File: src/hdl/assert_macros.svh
// Assertion macros for the B-spline cost and gradient core.
// Each macro samples on aclk and is disabled while aresetn is low.
`ifndef ASSERT_MACROS_SVH
`define ASSERT_MACROS_SVH

// same-cycle implication
`define BTCG_ASSERT_IMP(lbl, ante, cons) \
    lbl: assert property (@(posedge aclk) disable iff (!aresetn) (ante) |-> (cons)) \
        else $error("btcg assertion failed");

// next-cycle implication
`define BTCG_ASSERT_NXT(lbl, ante, cons) \
    lbl: assert property (@(posedge aclk) disable iff (!aresetn) (ante) |=> (cons)) \
        else $error("btcg assertion failed");

`endif

File: src/hdl/btcg_pkg.sv
// Shared types, constants and sequencer states of the B-spline cost core.
// Used by btcg_cell, btcg_mul and bspline_trajectory_cost_gradient_core.
package btcg_pkg;

    localparam int MAX_POINTS = 1024;
    localparam int CNT_W      = $clog2(MAX_POINTS);
    localparam int NUM_CELLS  = 4;
    localparam int NUM_AX     = 3;
    localparam int POS_W      = 32;
    localparam int GRAD_W     = 64;
    localparam int DIFF_W     = 36;
    localparam int IDX_W      = 10;
    localparam int CFG_IDX_W  = 3;
    localparam int S_TDATA_W  = 192;
    localparam int M_TDATA_W  = 272;

    localparam logic [CFG_IDX_W-1:0] CFG_TERM_ENABLE    = 3'd0;
    localparam logic [CFG_IDX_W-1:0] CFG_WEIGHT_SMOOTH  = 3'd1;
    localparam logic [CFG_IDX_W-1:0] CFG_WEIGHT_FEAS    = 3'd2;
    localparam logic [CFG_IDX_W-1:0] CFG_WEIGHT_GUIDE   = 3'd3;
    localparam logic [CFG_IDX_W-1:0] CFG_INV_INTERVAL   = 3'd4;
    localparam logic [CFG_IDX_W-1:0] CFG_MAX_VEL_SQ     = 3'd5;
    localparam logic [CFG_IDX_W-1:0] CFG_MAX_ACC_SQ     = 3'd6;

    typedef logic [NUM_AX-1:0][POS_W-1:0]  pos_vec_t;
    typedef logic [NUM_AX-1:0][GRAD_W-1:0] grad_vec_t;

    typedef enum logic [1:0] {
        SH_0,
        SH_16,
        SH_32
    } mul_shift_t;

    typedef struct packed {
        logic clear;
        logic shift;
        logic load;
        logic add_en;
        logic add_neg;
    } cell_ctl_t;

    typedef struct packed {
        logic [1:0]        ax;
        logic [GRAD_W-1:0] mag;
    } add_bus_t;

    typedef enum logic [4:0] {
        ST_IDLE,
        ST_INV4,
        ST_G_SQ, ST_G_CW, ST_G_GR,
        ST_V_SQ, ST_V_SC, ST_V_Q, ST_V_G, ST_V_C, ST_V_CW, ST_V_GR,
        ST_A_SQ, ST_A_SC, ST_A_Q, ST_A_G, ST_A_C, ST_A_CW, ST_A_GR1, ST_A_GR2,
        ST_J_SQ, ST_J_CW, ST_J_GR1, ST_J_GR3,
        ST_AX_END,
        ST_EMIT,
        ST_FLUSH
    } state_t;

endpackage

File: src/hdl/btcg_cell.sv
// One window cell: a control point and its three gradient accumulators.
// Depends on btcg_pkg; cells pass their contents to the lower neighbor on shift.
module btcg_cell (
    input  logic                aclk,
    input  logic                aresetn,
    input  btcg_pkg::cell_ctl_t ctl,
    input  btcg_pkg::add_bus_t  bus,
    input  btcg_pkg::pos_vec_t  load_pos,
    input  btcg_pkg::pos_vec_t  nbr_pos,
    input  btcg_pkg::grad_vec_t nbr_grad,
    output btcg_pkg::pos_vec_t  pos,
    output btcg_pkg::grad_vec_t grad
);

    btcg_pkg::pos_vec_t  pos_reg;
    btcg_pkg::grad_vec_t grad_reg;
    btcg_pkg::grad_vec_t grad_next;
    logic signed [btcg_pkg::GRAD_W-1:0] addend;
    logic signed [btcg_pkg::GRAD_W:0]   sum [btcg_pkg::NUM_AX];

    // magnitude and sign to a saturated signed addend
    always_comb begin
        if (bus.mag[btcg_pkg::GRAD_W-1]) begin
            addend = ctl.add_neg ? {1'b1, {(btcg_pkg::GRAD_W-1){1'b0}}}
                                 : {1'b0, {(btcg_pkg::GRAD_W-1){1'b1}}};
        end else if (ctl.add_neg) begin
            addend = -$signed(bus.mag);
        end else begin
            addend = $signed(bus.mag);
        end
    end

    always_comb begin
        grad_next = grad_reg;
        for (int ax = 0; ax < btcg_pkg::NUM_AX; ax++) begin
            sum[ax] = $signed({grad_reg[ax][btcg_pkg::GRAD_W-1], grad_reg[ax]})
                    + $signed({addend[btcg_pkg::GRAD_W-1], addend});
            if (bus.ax == 2'(ax)) begin
                if (sum[ax][btcg_pkg::GRAD_W] != sum[ax][btcg_pkg::GRAD_W-1]) begin
                    grad_next[ax] = sum[ax][btcg_pkg::GRAD_W]
                        ? {1'b1, {(btcg_pkg::GRAD_W-1){1'b0}}}
                        : {1'b0, {(btcg_pkg::GRAD_W-1){1'b1}}};
                end else begin
                    grad_next[ax] = sum[ax][btcg_pkg::GRAD_W-1:0];
                end
            end
        end
    end

    always_ff @(posedge aclk) begin
        if (!aresetn || ctl.clear) begin
            pos_reg  <= '0;
            grad_reg <= '0;
        end else if (ctl.shift) begin
            pos_reg  <= nbr_pos;
            grad_reg <= nbr_grad;
        end else begin
            if (ctl.load) begin
                pos_reg <= load_pos;
            end
            if (ctl.add_en) begin
                grad_reg <= grad_next;
            end
        end
    end

    assign pos  = pos_reg;
    assign grad = grad_reg;

endmodule

File: config.mk
export PLATFORM = sky130hd
export DESIGN_NAME = btcg_cell
export DESIGN_NICKNAME = d
export VERILOG_FILES = /design/src/hdl/assert_macros.svh /design/src/hdl/btcg_pkg.sv /design/src/hdl/btcg_cell.sv
export SDC_FILE = /design/constraint.sdc
export NUM_CORES = 1
export LEC_CHECK = 0
export ABC_CLOCK_PERIOD_IN_PS = 9450
export BUFFER_PORTS_ARGS = -buffer_cell sky130_fd_sc_hd__buf_4
export CORE_AREA = 10 10 279 281
export CTS_CLUSTER_SIZE = 10
export DETAILED_ROUTE_END_ITERATION = 16
export DIE_AREA = 0 0 289 291
export PLACE_DENSITY = 0.71
export SYNTH_ARGS = -nofsm -noshare
export SYNTH_HDL_FRONTEND = slang
export SYNTH_SLANG_ARGS = --single-unit
File: constraint.sdc
create_clock -name aclk -period 9.45 [get_ports aclk]
set_clock_uncertainty 0.05 [all_clocks]
set_input_delay 1.4175 -clock aclk [delete_from_list [all_inputs] [get_ports aclk]]
set_output_delay 1.4175 -clock aclk [all_outputs]
set_load 0.05 [all_outputs]
== Word level (Yosys, flattened, before mapping) ==
Cells that the tools add are included.

* $add $sub $neg: 4
* Equality and inequality tests: 5
* Muxes and demuxes: 16
* Reduce and logical (&&, ||, !) cells: 11

{| class="wikitable"
|+ Operators with widths
! operator !! number
|-
| 2-to-1 mux 64 bit || 12
|-
| 2-to-1 mux 192 bit || 2
|-
| adder 64 x 64 -> 65 bit || 3
|-
| 2-to-1 mux 96 bit || 2
|-
| negator 64 bit || 1
|-
| nonzero test 2 bit || 5
|-
| AND reduction 2 bit || 3
|-
| inequality test 1 bit || 3
|-
| == test 2 x 1 -> 1 bit, second input constant || 1
|-
| == test 2 bit, second input constant || 1
|-
| zero test 2 bit || 1
|-
| zero test 1 bit || 1
|-
| logical OR 1 bit || 1
|}

* Register bits: 288
* Input bits: 457
* Output and inout bits: 288

== Logic depth before layout (Yosys ltp) ==
* Word-level depth: 9
* Gate-level depth with buffers: 33
* Mapped depth without buffers: 31

== Worst setup path after synthesis ==
OpenSTA, ideal clock, no wires.

* Path type: in2reg
* From: input port bus[0] (netlist bit)
* To: register grad_reg (netlist bit grad[123])
* Arrival time: 8007 ps
* Required time: 9328 ps
* Setup slack: 1321 ps
* Stages: 32
* Buffers on the path: 2
* Cells stage by stage: inv_1 ha_1 or3b_4 nor3_4 nand4_2 or3_4 or3b_4 or3_4 nor3_1 a21oi_1 o22ai_1 ha_1 clkbuf_1 nand4_1 o221ai_1 a21oi_1 o211a_1 o21ai_1 a41oi_1 o21ai_1 a21o_1 a21o_1 xor2_1 ha_1 inv_1 or4_1 o32ai_2 nor2_1 buf_2 nand2_1 o211ai_1 a2bb2oi_1

* Longest elaborated chain between the ends: 9
* Elaborated cells between the ends (all ways): 10

{| class="wikitable"
|+ Ends and longest elaborated chain
! element !! line !! source
|-
| from (decl) || btcg_cell.sv:7 || <nowiki>input btcg_pkg::add_bus_t bus,</nowiki>
|-
| negator 64 bit || btcg_cell.sv:27 || <nowiki>addend = -$signed(bus.mag);</nowiki>
|-
| 2-to-1 mux 64 bit * || btcg_cell.sv:26 || <nowiki>end else if (ctl.add_neg) begin</nowiki>
|-
| 2-to-1 mux 64 bit * || btcg_cell.sv:23 || <nowiki>if (bus.mag[btcg_pkg::GRAD_W-1]) begin</nowiki>
|-
| adder 64 x 64 -> 65 bit * || btcg_cell.sv:37 || <nowiki>+ $signed({addend[btcg_pkg::GRAD_W-1], addend});</nowiki>
|-
| 2-to-1 mux 64 bit or inequality test 1 bit (tied branches) || btcg_cell.sv:41, btcg_cell.sv:39 ||
|-
| 2-to-1 mux 64 bit * || btcg_cell.sv:39 || <nowiki>if (sum[ax][btcg_pkg::GRAD_W] != sum[ax][btcg_pkg::GRAD_W-1]) begin</nowiki>
|-
| 2-to-1 mux 64 bit * || btcg_cell.sv:38 || <nowiki>if (bus.ax == 2'(ax)) begin</nowiki>
|-
| 2-to-1 mux 192 bit * || btcg_cell.sv:61 || <nowiki>if (ctl.add_en) begin</nowiki>
|-
| 2-to-1 mux 192 bit * || btcg_cell.sv:54 || <nowiki>end else if (ctl.shift) begin</nowiki>
|-
| to (signal assigned) || btcg_cell.sv:56 || <nowiki>grad_reg <= nbr_grad;</nowiki>
|-
| to (signal assigned) || btcg_cell.sv:62 || <nowiki>grad_reg <= grad_next;</nowiki>
|-
| to (decl) || btcg_cell.sv:16 || <nowiki>btcg_pkg::grad_vec_t grad_reg;</nowiki>
|}

Every way passes the cells marked *; elsewhere a longest branch is shown, timed or not. The select of a mux whose other input is x is not followed.
A chain may end at the register's enable or synchronous reset.

== Final worst setup path ==
* From: input port bus[1] (netlist bit)
* To: register grad_reg (netlist bit grad[84])

Same word-level chain as after synthesis.

==> reports/qor.txt <==
M1 wire length -> 54,900 um
Hold Path Class -> reg -> reg
Least-Margin Pin Slew -> 1.14 ns
commonest non-fill, non-tap cell in the layout -> buf_4
register area -> 0.00577 sq mm
slowest stage delay, CP -> 0.45 ns
CORE AREA -> 0.0723 sq mm
EDFF count, synth -> 0
fmax -> 118 MHz
TritonRoute pass-1 iters -> 6
worst reg2reg startpoint -> grad[80]
CTS buffer count -> 40
number of global-route vias before repair -> 29,500
overflow left after global routing -> 0
post_cts resized -> 0
cells after synthesis -> 3,711
power share of the sequential group -> 27.3%
Worst-path clk slew -> 0.06 ns
Mapped Nets -> 4,371
synth unique cells -> 98
Die Height -> 291 um
critical-path maximum fanout -> 31
syn avg cell area -> 7.19 sq um
GRT Total Usage -> 31.1%
fin. max-slew vios -> 0
Yosys top cell area share -> 21.6%
Post-CTS Hold Fix Bufs -> 0
wire per inst -> 26.3 um
routability cong. -> 0.982
I/O Buffers -> 744
Starting Density -> 36.9%
Longest Clk Path Bufs -> 3
relative slew slack -> 24.2%
Final setup viols -> 0
Post-CTS Setup Bufs -> 0
routed length on met3 -> 13,500 um
share of cells above drive strength 1 -> 21.7%
DR WL met2 -> 65,800 um
Vias/cell -> 6.02
die area -> 0.0841 sq mm
Net Sw Frac -> 41.4%
critical path class -> in -> reg
status -> finished, final reports clean
Fin Setup TNS -> 0 ns
FF+latch count, synth -> 288
Final #Nets -> 4,965
cell area power density -> 146 mW/mm^2
Main synth FF type -> dfxtp_1
initial antenna violation count -> 16
# IOs -> 745
Clock H-tree levels -> 2
CP most frequent cell -> ha_1
Async S/R FF share, synth -> 0%
largest net degree at the start of global routing -> 192
Syn. warnings -> 0
Worst setup SP type -> input port
Multi-input gate area -> 0.0197 sq mm
CTS Sinks -> 288
Area Growth Syn to Fin -> 28.6%
hold slack -> 0.446 ns
Routed Antenna Nets -> 0
critical path data required time -> 9.83 ns
uppermost layer routed -> met5
Net Switching -> 2.08 mW
top cells by area, synth -> dfxtp_1 22%, a21oi_1 10%, ha_1 9.4%, nor2_1 7.3%, o21ai_0 5.0%
RSZ-0062 raised after global routing -> no
first-pass GRT wire length -> 199,000 um
drc violations -> 0
mapped cell area -> 0.0267 sq mm
Critical Path Start -> bus[1]
period utilization -> 89.9%
total number of vias -> 31,900
row cnt -> 99
slowest CP cell -> or3b_4
clock share of power -> 31.3%
HP Start -> grad[51]
post-DP HPWL -> 114,000 um
combinational power share -> 41.5%
Routed WL -> 139,000 um
utilization after layout -> 47.4%
largest area contributor in the netlist -> dfxtp_1
most frequent cells in the layout -> 795 x buf_4, 538 x a21oi_1, 514 x nor2_1, 288 x dfxtp_1, 265 x o21ai_0
VDD IR max -> 0.126 mV
max cap viols -> 0
CTS tree -> done
Crit. End Element -> register
clock root buffer -> clkbuf_16
critical path data arrival time -> 8.87 ns
internal power -> 2.94 mW
Hold Fails Final Rpt -> 0
Die X-Extent -> 289 um
initial drt markers -> 2,825
register area share after synthesis -> 21.6%
Tmin final -> 8.50 ns
Largest register FFs -> 192
Clock Latency Late Sink -> 0.59 ns
Static Leak -> 15.3 nW
filler cell count -> 7,446
## power by group through the flow
stage | sequential, mW | clock, mW | combinational [mW]
after floorplan | 1.58 | 0 | 1.11
after global placement | 1.39 | 0 | 2.04
after detailed placement | 1.39 | 0 | 2.04
after CTS | 1.36 | 1.60 | 2.05
after global routing | 1.37 | 1.63 | 2.23
final | 1.37 | 1.57 | 2.08
## cell families (layout without fill, tap and decap cells)
kind of cell               after synthesis  in the layout  share of synthesized area [%]
AOI/OAI and AO/OA                     1439           1439                           33.4
and+or+nand+nor                       1169           1169                           20.5
buffers and inverters                  323            939                           4.91
DFF                                    288            288                           21.6
adders and majority gates              203            203                           9.60
xor gates and xnor gates               177            177                           5.81
muxes                                  112            112                           4.20
other                                    0              7                              0
## path summary, 6_finish.rpt
kind                                  to  cells past startpoint  slack, ns
worst max-delay path            grad[84]                     32       0.95
worst min register to register  grad[51]                      2       0.45
worst max register to register  grad[84]                     22       4.13
worst min-delay path            grad[51]                      2       0.45
## through the flow
stage / cells / power (mW) / setup slack (ns) / area [sq um]
finish: 5293 / 5.01 / 0.954 / 34300
global route: 5291 / 5.23 / 0.429 / 34300
CTS: 5286 / 5.01 / 1.04 / 34300
detailed placement: 5222 / 3.43 / 0.424 / 33000
global placement: 5222 / 3.43 / 0.594 / 33000
floorplan: 3711 / 2.69 / 1.32 / 26700
## area by class of cell
| type | count | share of cell area (%) |
|---|---|---|
| clock buffer | 51 | 3.21 |
| timing repair buffer | 801 | 17.7 |
| inverter | 74 | 0.824 |
| multi-input combinational | 3100 | 57.3 |
| sequential | 288 | 16.8 |
| clock inverter | 13 | 0.602 |
| tap | 959 | 3.50 |
| antenna | 7 | 0.0510 |
## routing by layer
metal,track usage (%),up-vias
met5,0,-
met3,7.87,211
met1,38.1,15200
met2,52.2,1577
met4,10.1,22
li1,-,14900
## cells in the mapped netlist, types with 6 or more instances
library cell	instances
a21oi_1	539
nor2_1	516
dfxtp_1	288
o21ai_0	265
nand2_1	245
clkbuf_1	215
ha_1	200
mux2i_1	112
xnor2_1	94
a21o_1	93
nor3_1	91
xor2_1	83
inv_1	73
a211oi_1	62
o21a_1	59
o221ai_1	57
o22ai_1	55
nand4_1	54
nand3_1	45
o21bai_1	39
nand2b_1	35
a31oi_1	34
o211ai_1	34
a22oi_1	29
o21ai_1	28
and3_1	26
nor2b_1	26
or3_1	24
buf_2	20
nor4_1	19
o22a_1	19
and2_1	16
o31ai_1	15
a21boi_0	14
or2_2	11
a22o_1	9
and4_1	8
a221o_1	7
a221oi_1	7
o2111ai_1	7
or4_1	7
a31o_2	6
buf_4	6
## worst max-delay path, delay by kind of cell
kind / cells / cell delay [ns]
adders and majority gates: 3 / 0.94
AOI/OAI and AO/OA: 13 / 2.50
xor gates and xnor gates: 1 / 0.15
buffers and inverters: 4 / 0.75
and+or+nand+nor: 11 / 3.08
Power figures use the tool's default switching activity.
